==> src/hw/rtl/fome_pkg.sv <==
// ----------------------------------------------------------------------------
// fome_pkg: shared types and constants of the FAST order message encoder
// This package holds the field widths, the fixed FAST header bytes and the
// order record that travels between the input stage and the encoder.
// ----------------------------------------------------------------------------
package fome_pkg;

    localparam int unsigned SIZE_W  = 8;
    localparam int unsigned IDENT_W = 32;
    localparam int unsigned KIND_W  = 3;
    localparam int unsigned WORD_W  = 64;
    localparam int unsigned GROUP_W = 7;

    // Fixed message header, byte 0 first.
    localparam logic [7:0] PMAP_BYTE     = 8'hFC;
    localparam logic [7:0] TEMPLATE_BYTE = 8'h81;
    localparam logic [7:0] EXPONENT_BYTE = 8'h80;
    localparam logic [7:0] PRICE_BYTE    = 8'h81;

    // Leading byte of a two-byte size field.
    localparam logic [7:0] SIZE_HIGH_BYTE = 8'h01;

    // Stop bit that closes a stop-bit encoded field, and the data bits of a group.
    localparam logic [7:0] STOP_MARK  = 8'h80;
    localparam logic [7:0] GROUP_MASK = 8'h7F;

    typedef struct packed {
        logic [SIZE_W-1:0]  order_size;
        logic [IDENT_W-1:0] order_ident;
        logic [KIND_W-1:0]  order_kind;
    } order_t;

endpackage

==> src/hw/rtl/fome_if.sv <==
// ----------------------------------------------------------------------------
// fome_if: valid/ready channels of the FAST order message encoder
// fome_order_if carries one order per transfer, fome_msg_if carries one
// encoded message, packed into two 64-bit words, per transfer.
// ----------------------------------------------------------------------------
interface fome_order_if;
    logic                          valid;
    logic                          ready;
    logic [fome_pkg::SIZE_W-1:0]   order_size;
    logic [fome_pkg::IDENT_W-1:0]  order_ident;
    logic [fome_pkg::KIND_W-1:0]   order_kind;

    modport source (output valid, output order_size, output order_ident,
                    output order_kind, input ready);
    modport sink   (input valid, input order_size, input order_ident,
                    input order_kind, output ready);
endinterface

interface fome_msg_if;
    logic                         valid;
    logic                         ready;
    logic [fome_pkg::WORD_W-1:0]  low_word;
    logic [fome_pkg::WORD_W-1:0]  high_word;

    modport source (output valid, output low_word, output high_word, input ready);
    modport sink   (input valid, input low_word, input high_word, output ready);
endinterface

==> src/hw/rtl/fome_encode.sv <==
// ----------------------------------------------------------------------------
// fome_encode: stop-bit encoding of one order
// Builds the message bytes for one registered order: fixed header, size in
// one or two bytes, identifier groups with leading zero groups dropped, and
// the kind byte. Bytes past the end of the message are zero.
// ----------------------------------------------------------------------------
module fome_encode (
    input  fome_pkg::order_t              ord,
    output logic [fome_pkg::WORD_W-1:0]   low_word,
    output logic [fome_pkg::WORD_W-1:0]   high_word
);

    logic [6:0]   grp [5];
    logic [2:0]   n_groups;
    logic [2:0]   id_pos;
    logic [3:0]   kind_pos;
    logic [15:0]  size_bytes;
    logic [39:0]  id_full;
    logic [39:0]  id_seq;
    logic [7:0]   kind_byte;
    logic [127:0] msg;

    always_comb
    begin
        // Identifier groups, least significant first; the top group has 4 bits.
        grp[0] = ord.order_ident[6:0];
        grp[1] = ord.order_ident[13:7];
        grp[2] = ord.order_ident[20:14];
        grp[3] = ord.order_ident[27:21];
        grp[4] = {3'b000, ord.order_ident[31:28]};

        priority if (grp[4] != 7'd0) n_groups = 3'd5;
        else if (grp[3] != 7'd0)     n_groups = 3'd4;
        else if (grp[2] != 7'd0)     n_groups = 3'd3;
        else if (grp[1] != 7'd0)     n_groups = 3'd2;
        else                         n_groups = 3'd1;

        // A size with its top bit set spills into a leading byte.
        if (ord.order_size[7])
        begin
            size_bytes = {fome_pkg::STOP_MARK | {1'b0, ord.order_size[6:0]},
                          fome_pkg::SIZE_HIGH_BYTE};
            id_pos     = 3'd6;
        end
        else
        begin
            size_bytes = {8'h00, fome_pkg::STOP_MARK | ord.order_size};
            id_pos     = 3'd5;
        end

        // All five groups, most significant in the lowest byte, then drop the
        // suppressed leading groups by shifting them out.
        id_full = {fome_pkg::STOP_MARK | {1'b0, grp[0]},
                   1'b0, grp[1], 1'b0, grp[2], 1'b0, grp[3], 1'b0, grp[4]};
        id_seq  = id_full >> {3'(3'd5 - n_groups), 3'b000};

        kind_byte = fome_pkg::STOP_MARK | {5'b00000, ord.order_kind};
        kind_pos  = {1'b0, id_pos} + {1'b0, n_groups};

        msg = {96'd0, fome_pkg::PRICE_BYTE, fome_pkg::EXPONENT_BYTE,
               fome_pkg::TEMPLATE_BYTE, fome_pkg::PMAP_BYTE}
            | ({112'd0, size_bytes} << 32)
            | ({88'd0, id_seq} << {id_pos, 3'b000})
            | ({120'd0, kind_byte} << {kind_pos, 3'b000});

        low_word  = msg[63:0];
        high_word = msg[127:64];
    end

endmodule

==> src/hw/rtl/fast_order_message_encoder_top.sv <==
// ----------------------------------------------------------------------------
// fast_order_message_encoder_top: FAST stop-bit order message encoder
// Registers one order, encodes it in a single combinational pass and holds
// the finished message in an output register until it is taken.
// ----------------------------------------------------------------------------
// Each order transfer on the order channel yields exactly one message
// transfer on the message channel, in order. The block sustains one order per
// clock cycle as long as the message channel is ready: the order is captured
// in an input register, the encoder turns it into the message bytes in one
// pass, and the result lands in an output register, where the message becomes
// valid. The output register decouples the two sides: while a message waits
// to be taken, the next order can still be captured in the input register,
// and the order channel only stalls once both registers are full and the
// message channel is not ready. The message is byte 0 first in bits 7:0 of
// low_word, bytes 8 to 15 in high_word, and every byte past the end of the
// message (at least bytes 12 to 15) is zero. There is no configuration and no
// state carried from one order to the next.
module fast_order_message_encoder_top (
    input  logic        clk,
    input  logic        rst_n,
    fome_order_if.sink  order,
    fome_msg_if.source  message
);

    // Input stage.
    logic                               in_valid_reg;
    logic                               in_valid_next;
    fome_pkg::order_t                   ord_reg;

    // Output stage.
    logic                               out_valid_reg;
    logic                               out_valid_next;
    logic [fome_pkg::WORD_W-1:0]        low_reg;
    logic [fome_pkg::WORD_W-1:0]        high_reg;

    logic [fome_pkg::WORD_W-1:0]        enc_low;
    logic [fome_pkg::WORD_W-1:0]        enc_high;

    logic                               out_load;
    logic                               in_take;

    // The output register can take a new message when it is empty or its
    // current message is leaving in this cycle.
    assign out_load      = in_valid_reg && (!out_valid_reg || message.ready);
    assign order.ready   = !in_valid_reg || !out_valid_reg || message.ready;
    assign in_take       = order.valid && order.ready;

    always_comb
    begin
        in_valid_next = in_valid_reg;
        if (in_take)
        begin
            in_valid_next = 1'b1;
        end
        else if (out_load)
        begin
            in_valid_next = 1'b0;
        end

        out_valid_next = out_valid_reg;
        if (out_load)
        begin
            out_valid_next = 1'b1;
        end
        else if (message.ready)
        begin
            out_valid_next = 1'b0;
        end
    end

    always_ff @(posedge clk or negedge rst_n)
    begin
        if (!rst_n)
        begin
            in_valid_reg  <= 1'b0;
            out_valid_reg <= 1'b0;
        end
        else
        begin
            in_valid_reg  <= in_valid_next;
            out_valid_reg <= out_valid_next;
        end
    end

    // Payload registers carry no reset.
    always_ff @(posedge clk)
    begin
        if (in_take)
        begin
            ord_reg.order_size  <= order.order_size;
            ord_reg.order_ident <= order.order_ident;
            ord_reg.order_kind  <= order.order_kind;
        end
        if (out_load)
        begin
            low_reg  <= enc_low;
            high_reg <= enc_high;
        end
    end

    fome_encode u_encode (
        .ord       (ord_reg),
        .low_word  (enc_low),
        .high_word (enc_high)
    );

    assign message.valid     = out_valid_reg;
    assign message.low_word  = low_reg;
    assign message.high_word = high_reg;

endmodule

==> src/flat_wrapper.sv <==
// flat-port wrapper written by rule: the top's interface ports become plain ports
module fast_order_message_encoder_top_flat 
  (clk, rst_n, order_valid, order_order_size, order_order_ident, order_order_kind, order_ready, message_valid, message_low_word, message_high_word, message_ready);
  fome_order_if order_i ();
  fome_msg_if message_i ();
  input  logic clk;
  input  logic rst_n;
  input wire logic [$bits(order_i.valid)-1:0] order_valid;
  input wire logic [$bits(order_i.order_size)-1:0] order_order_size;
  input wire logic [$bits(order_i.order_ident)-1:0] order_order_ident;
  input wire logic [$bits(order_i.order_kind)-1:0] order_order_kind;
  output wire logic [$bits(order_i.ready)-1:0] order_ready;
  output wire logic [$bits(message_i.valid)-1:0] message_valid;
  output wire logic [$bits(message_i.low_word)-1:0] message_low_word;
  output wire logic [$bits(message_i.high_word)-1:0] message_high_word;
  input wire logic [$bits(message_i.ready)-1:0] message_ready;
  assign order_i.valid = order_valid;
  assign order_i.order_size = order_order_size;
  assign order_i.order_ident = order_order_ident;
  assign order_i.order_kind = order_order_kind;
  assign order_ready = order_i.ready;
  assign message_valid = message_i.valid;
  assign message_low_word = message_i.low_word;
  assign message_high_word = message_i.high_word;
  assign message_i.ready = message_ready;
  fast_order_message_encoder_top u_core (.clk(clk), .rst_n(rst_n), .order(order_i), .message(message_i));
endmodule
==> config.mk <==
export PLATFORM = sky130hd
export DESIGN_NAME = fast_order_message_encoder_top_flat
export DESIGN_NICKNAME = d
export VERILOG_FILES = /design/src/hw/rtl/fome_pkg.sv /design/src/hw/rtl/fome_if.sv /design/src/hw/rtl/fome_encode.sv /design/src/hw/rtl/fast_order_message_encoder_top.sv /design/src/flat_wrapper.sv
export SDC_FILE = /design/constraint.sdc
export NUM_CORES = 1
export LEC_CHECK = 0
export BUFFER_PORTS_ARGS = -buffer_cell sky130_fd_sc_hd__buf_2
export CORE_MARGIN = 10
export CORE_UTILIZATION = 59
export DETAILED_ROUTE_END_ITERATION = 12
export GPL_ROUTABILITY_DRIVEN = 0
export HOLD_SLACK_MARGIN = 0.15
export PLACE_DENSITY = 0.95
export SLEW_MARGIN = 30
export SYNTH_ARGS = -nofsm -noshare
export SYNTH_HDL_FRONTEND = slang
export SYNTH_HIERARCHICAL = 1
export SYNTH_SLANG_ARGS = --single-unit
==> constraint.sdc <==
create_clock -name clk -period 10.8 [get_ports clk]
set_input_delay 1.08 -clock clk [delete_from_list [all_inputs] [get_ports clk]]
set_output_delay 1.08 -clock clk [all_outputs]
set_load 0.02 [all_outputs]
Yosys cells after proc, flatten, opt, wreduce, memory -nomap -nowiden
Cells that the tools add are included.

Output and inout bits: 130. Flip-flop bits (word level): 173. Word-level logic and storage cells: 37. Bits of input ports: 47.

Mux-type cells: 10. Reduce and logical (&&, ||, !) cells: 13. Shift-type cells: 3. Bitwise operators: 2. Add/sub/neg operators: 2.

Operators with widths (number): bitwise OR 128 bit (1); bitwise OR 48 x 128 -> 128 bit (1); left shift 40 x 6 -> 128 bit (1); left shift 8 x 7 -> 128 bit (1); right shift 40 x 6 -> 40 bit (1); nonzero test 7 bit (3); 2-to-1 mux 16 bit (1); 2-to-1 mux 3 bit (3); adder 3 x 3 -> 4 bit (1); 2-to-1 mux 1 bit (4); 2-to-1 mux 2 bit (2); nonzero test 2 bit (2); nonzero test 4 bit (1); logical OR 1 bit (3); subtractor 3 bit (first input constant) (1); logical AND 1 bit (2); logical NOT 1 bit (2).

Logic depth before layout (Yosys ltp)
Word-level depth: 10. Gate-level depth with buffers: 12. Depth with buffers taken out: 11.

Modules after synthesis
Netlist, hierarchy kept.

Modules (own cells, without submodules): fast_order_message_encoder_top (times used 1, area each 5238.8 um2, cells each 179, seq. area each 5185.0 um2); fome_encode (times used 1, area each 2343.5 um2, cells each 370, seq. area each 0.0 um2).

Worst setup path before layout
OpenSTA, ideal clock, no wires.

Path type: input-to-reg. Start: in message_ready. End: reg u_core.high_reg, in the netlist u_core/message.high_word[0] (enable). Data arrival time: 4.134 ns. Stages on the path: 2. Setup time: 0.502 ns. Path slack: 6.165 ns. Cell sequence: nand2b_1 > and2_1.

Longest elaborated chain between the ends: 2.

Ends and longest elaborated chain: from (decl) (RTL line flat_wrapper.sv:16) `input wire logic [$bits(message_i.ready)-1:0] message_ready;`; logical OR 1 bit (RTL line fast_order_message_encoder_top.sv:44) `assign out_load = in_valid_reg && (!out_valid_reg || message.ready);`; logical AND 1 bit (RTL line fast_order_message_encoder_top.sv:44); via u_core.out_load (RTL line fast_order_message_encoder_top.sv:39) `logic out_load;`; to (signal assigned) (RTL line fast_order_message_encoder_top.sv:97) `high_reg <= enc_high;`; to (decl) (RTL line fast_order_message_encoder_top.sv:34) `logic [fome_pkg::WORD_W-1:0] high_reg;`.

The timed path passes the listed nets, and every way through them passes these cells. A chain may end at the register's enable or synchronous reset.

Worst setup path in the final report
Start: reg u_core/ord_reg[32] (netlist bit). End: reg u_core.low_reg, in the netlist u_core/message.low_word[42] (data pin).

Longest elaborated chain between the ends: 7. Elaborated cells between the ends (all ways): 9.

Ends and longest elaborated chain: from (decl) (RTL line fast_order_message_encoder_top.sv:28) `fome_pkg::order_t ord_reg;`; nonzero test 4 bit * (RTL line fome_encode.sv:32) `priority if (grp[4] != 7'd0) n_groups = 3'd5;`; 2-to-1 mux 3 bit * (RTL line fome_encode.sv:32); subtractor 3 bit (RTL line fome_encode.sv:55) `id_seq = id_full >> {3'(3'd5 - n_groups), 3'b000};`; right shift 40 x 6 -> 40 bit (RTL line fome_encode.sv:55); left shift 40 x 6 -> 128 bit (RTL line fome_encode.sv:63) `| ({88'd0, id_seq} << {id_pos, 3'b000})`; bitwise OR 48 x 128 -> 128 bit (RTL line fome_encode.sv:63); bitwise OR 128 bit * (RTL line fome_encode.sv:64) `| ({120'd0, kind_byte} << {kind_pos, 3'b000});`; via u_core.enc_low, one bit (RTL line fast_order_message_encoder_top.sv:36) `logic [fome_pkg::WORD_W-1:0] enc_low;`; to (signal assigned) (RTL line fast_order_message_encoder_top.sv:96) `low_reg <= enc_low;`; to (decl) (RTL line fast_order_message_encoder_top.sv:33) `logic [fome_pkg::WORD_W-1:0] low_reg;`.

The timed path passes the listed nets; every way through them passes the cells marked *.

==> results.toml <==
[outcome]
status = "complete, no violations"

[route]
vias_per_cell = 5.911
drc_errors = 0
ant_nets = 0
dr.pass1.iters = 9
vias = 5320
routed_wl_um = 17860
wl_per_cell_um = 19.85
drt_iter0_drc = 1073

[finish]
fin_nets = 767
diodes = 0
area_delta_synth_final_pct = 19.21
final_cell_area_um2 = 9039
stdcell_count = 900
final_util_pct = 71.62
drive_above_1_share_pct = 32.14

[setup_path]
path_class = "register to register"
cp.required_ps = 11040
crit_path_cell_trace = "or4_2 -> nor3_2 -> nand2_2 -> inv_1 -> ha_1 -> a21oi_1 -> nand4_1 -> nor3_1 -> nand2_1 -> o211ai_1"
crit_fanout = 37
start_kind = "register"
critPathSlowestCell = "or4_2"
cp.arrival_ps = 4980
slowest_delay_ps = 1060
endpoint_kind = "register"
worst_r2r_path_depth = 10

[global_route]
grt_remaining_overflow = 0
grt_start_max_net_pins = 90
grt_pass1_wl_um = 27510
first_global_vias = 5086
antenna_found_initial = 0
gr-usage-all-layers_pct = 19.60

[placement]
pre_cts_slack_ps = 6285
placed_cell_area_um2 = 8426
hpwlAfterDp_um = 12860
io_buffers = 176
dpl.cell_count = 869

[cts]
clk_latency_ps = 420
cts_tree = "yes"
clockBufferDepth = 2
cts_sinks = 173
post_cts.repair.setup_buffers = 0
clk_pin_slew_worst_paths_ps = 60
htree_levels = 4
root_buffer = "clkbuf_16"
cts_resized = 0
numCtsBuffers = 17
cts-hold-fix-buffers = 0

[timing]
post-route-period-util_pct = 43.90
hold_ws_ps = 430.5
worst_slew_pin_slew_ps = 782.9
finalSetupViolCount = 0
setup_tns_ps = 0
clock.fmax_ghz = 0.2109
final.setup.worst_slack_ps = 6059
min_period_ps = 4741
skew_ps = 6.255
rsz0062_at_grt = "no"
slew_headroom_pct = 47.52
hold_viol_final = 0
slew_violations = 0

[logic_synthesis]
yosysTopAreaCell = "edfxtp_1"
synth.top_cell.area_share_pct = 67.72
synth_edf_count = 171
postSynthAreaPerCell_um2 = 13.81
synth_cells = 549
synth_area_leaders = "edfxtp_1 (68%), buf_4 (4.3%), nand2_1 (1.8%), nor2_1 (1.8%), mux2i_1 (1.6%)"
synthFlopType = "edfxtp_1"
ys_warn_count = 6
syn-cell-area_um2 = 7582
synth_most_common_cell = "edfxtp_1"
async_reset_ff_share_pct = 1.156
synth_seq_cells = 173
synth_cell_types = 62
yosysSeqAreaShare_pct = 68.38
yosys-top-cells-count = "edfxtp_1 (171), buf_4 (43), nand2_1 (37), nor2_1 (37), clkbuf_1 (23)"

[die]
io_pins = 177
fp.dieArea_um2 = 17790
chipHeight_um = 133.4
initial_utilization_pct = 60.08
rows = 41
die_w_um = 133.4
core_area_um2 = 12620

[power]
irDropWorstVdd_v = 0.00008805
power_mw = 1.635
p_per_area_nw_per_um2 = 180.9
p_leak_nw = 3.583

[hold_path]
hold_path_class = "primary input to asynchronous set/reset pin"

[job]
drv_cap = 0
==> path summary, 6_finish.rpt <==
path	endpoint	start	slack (ps)
min in group clk	u_core/message.low_word[32]	u_core/ord_reg[35]	550
setup / recovery	u_core/message.low_word[42]	u_core/ord_reg[32]	6060
max in group asynchronous	u_core/message.valid	rst_n	10280
setup reg to reg	u_core/message.low_word[42]	u_core/ord_reg[32]	6060
hold / removal	u_core/in_valid_reg	rst_n	430
hold reg to reg	u_core/message.low_word[32]	u_core/ord_reg[35]	550
==> layout by cell type, fill, tap and decap left out, drive strengths merged, types with 6 or more instances in the layout <==
| master | synthesis | routed |
|---|---|---|
| buf | 49 | 179 |
| edfxtp | 171 | 171 |
| conb | 2 | 43 |
| nand2 | 38 | 38 |
| nor2 | 37 | 37 |
| o21ai | 20 | 20 |
| clkbuf | 23 | 17 |
| a21oi | 17 | 17 |
| and2 | 15 | 15 |
| and3 | 14 | 14 |
| inv | 6 | 13 |
| mux2i | 12 | 12 |
| nand3 | 11 | 11 |
| nor3 | 11 | 11 |
| o211ai | 9 | 9 |
| a221o | 9 | 9 |
| o22ai | 7 | 7 |
| a22o | 7 | 7 |
| a221oi | 7 | 7 |
| nor2b | 6 | 6 |
| nor4 | 6 | 6 |
==> routing by layer <==
metal	global-route usage (%)	up-vias	wire length [um]
met1	22.97	2420	6389
met4	9.190	0	695
met5	0	-	0
met3	7.519	69	2290
li1	-	2358	-
met2	31.25	473	8489
==> where the power goes <==
group / leakage (nW) / switching [mW] / internal [mW]
Combinational: 1.61 / 0.132 / 0.0581
Clock: 0.292 / 0.250 / 0.367
Sequential: 1.68 / 0.0260 / 0.802
==> cells by family after synthesis <==
family	after synthesis	share of synthesized area, %
adders and majority gates	4	0.7591
xor gates and xnor gates	2	0.2311
AOI/OAI and AO/OA	116	11.29
buffers and inverters	78	6.072
DFF	173	68.38
muxes	13	1.733
other	2	0.09905
and+or+nand+nor	161	11.44
==> final cells by class <==
cell class                      count  area (um^2)
Fill cell                         824         3581
Multi-Input combinational cell    339         2103
Inverter                            6        22.52
Clock inverter                     14        180.2
Timing Repair Buffer              179        907.1
Sequential cell                   173         5185
Tap cell                          172        215.2
Clock buffer                       17        425.4
==> critical path: cells and delay by family (launching register included) <==
kind / cells / cell delay [ps]
simple gates: 6 / 3170
compound gates: 2 / 530
flops: 1 / 430
fa+ha+maj: 1 / 280
buf+inv: 1 / 140
Note: power is estimated with default switching activity, not from simulation.
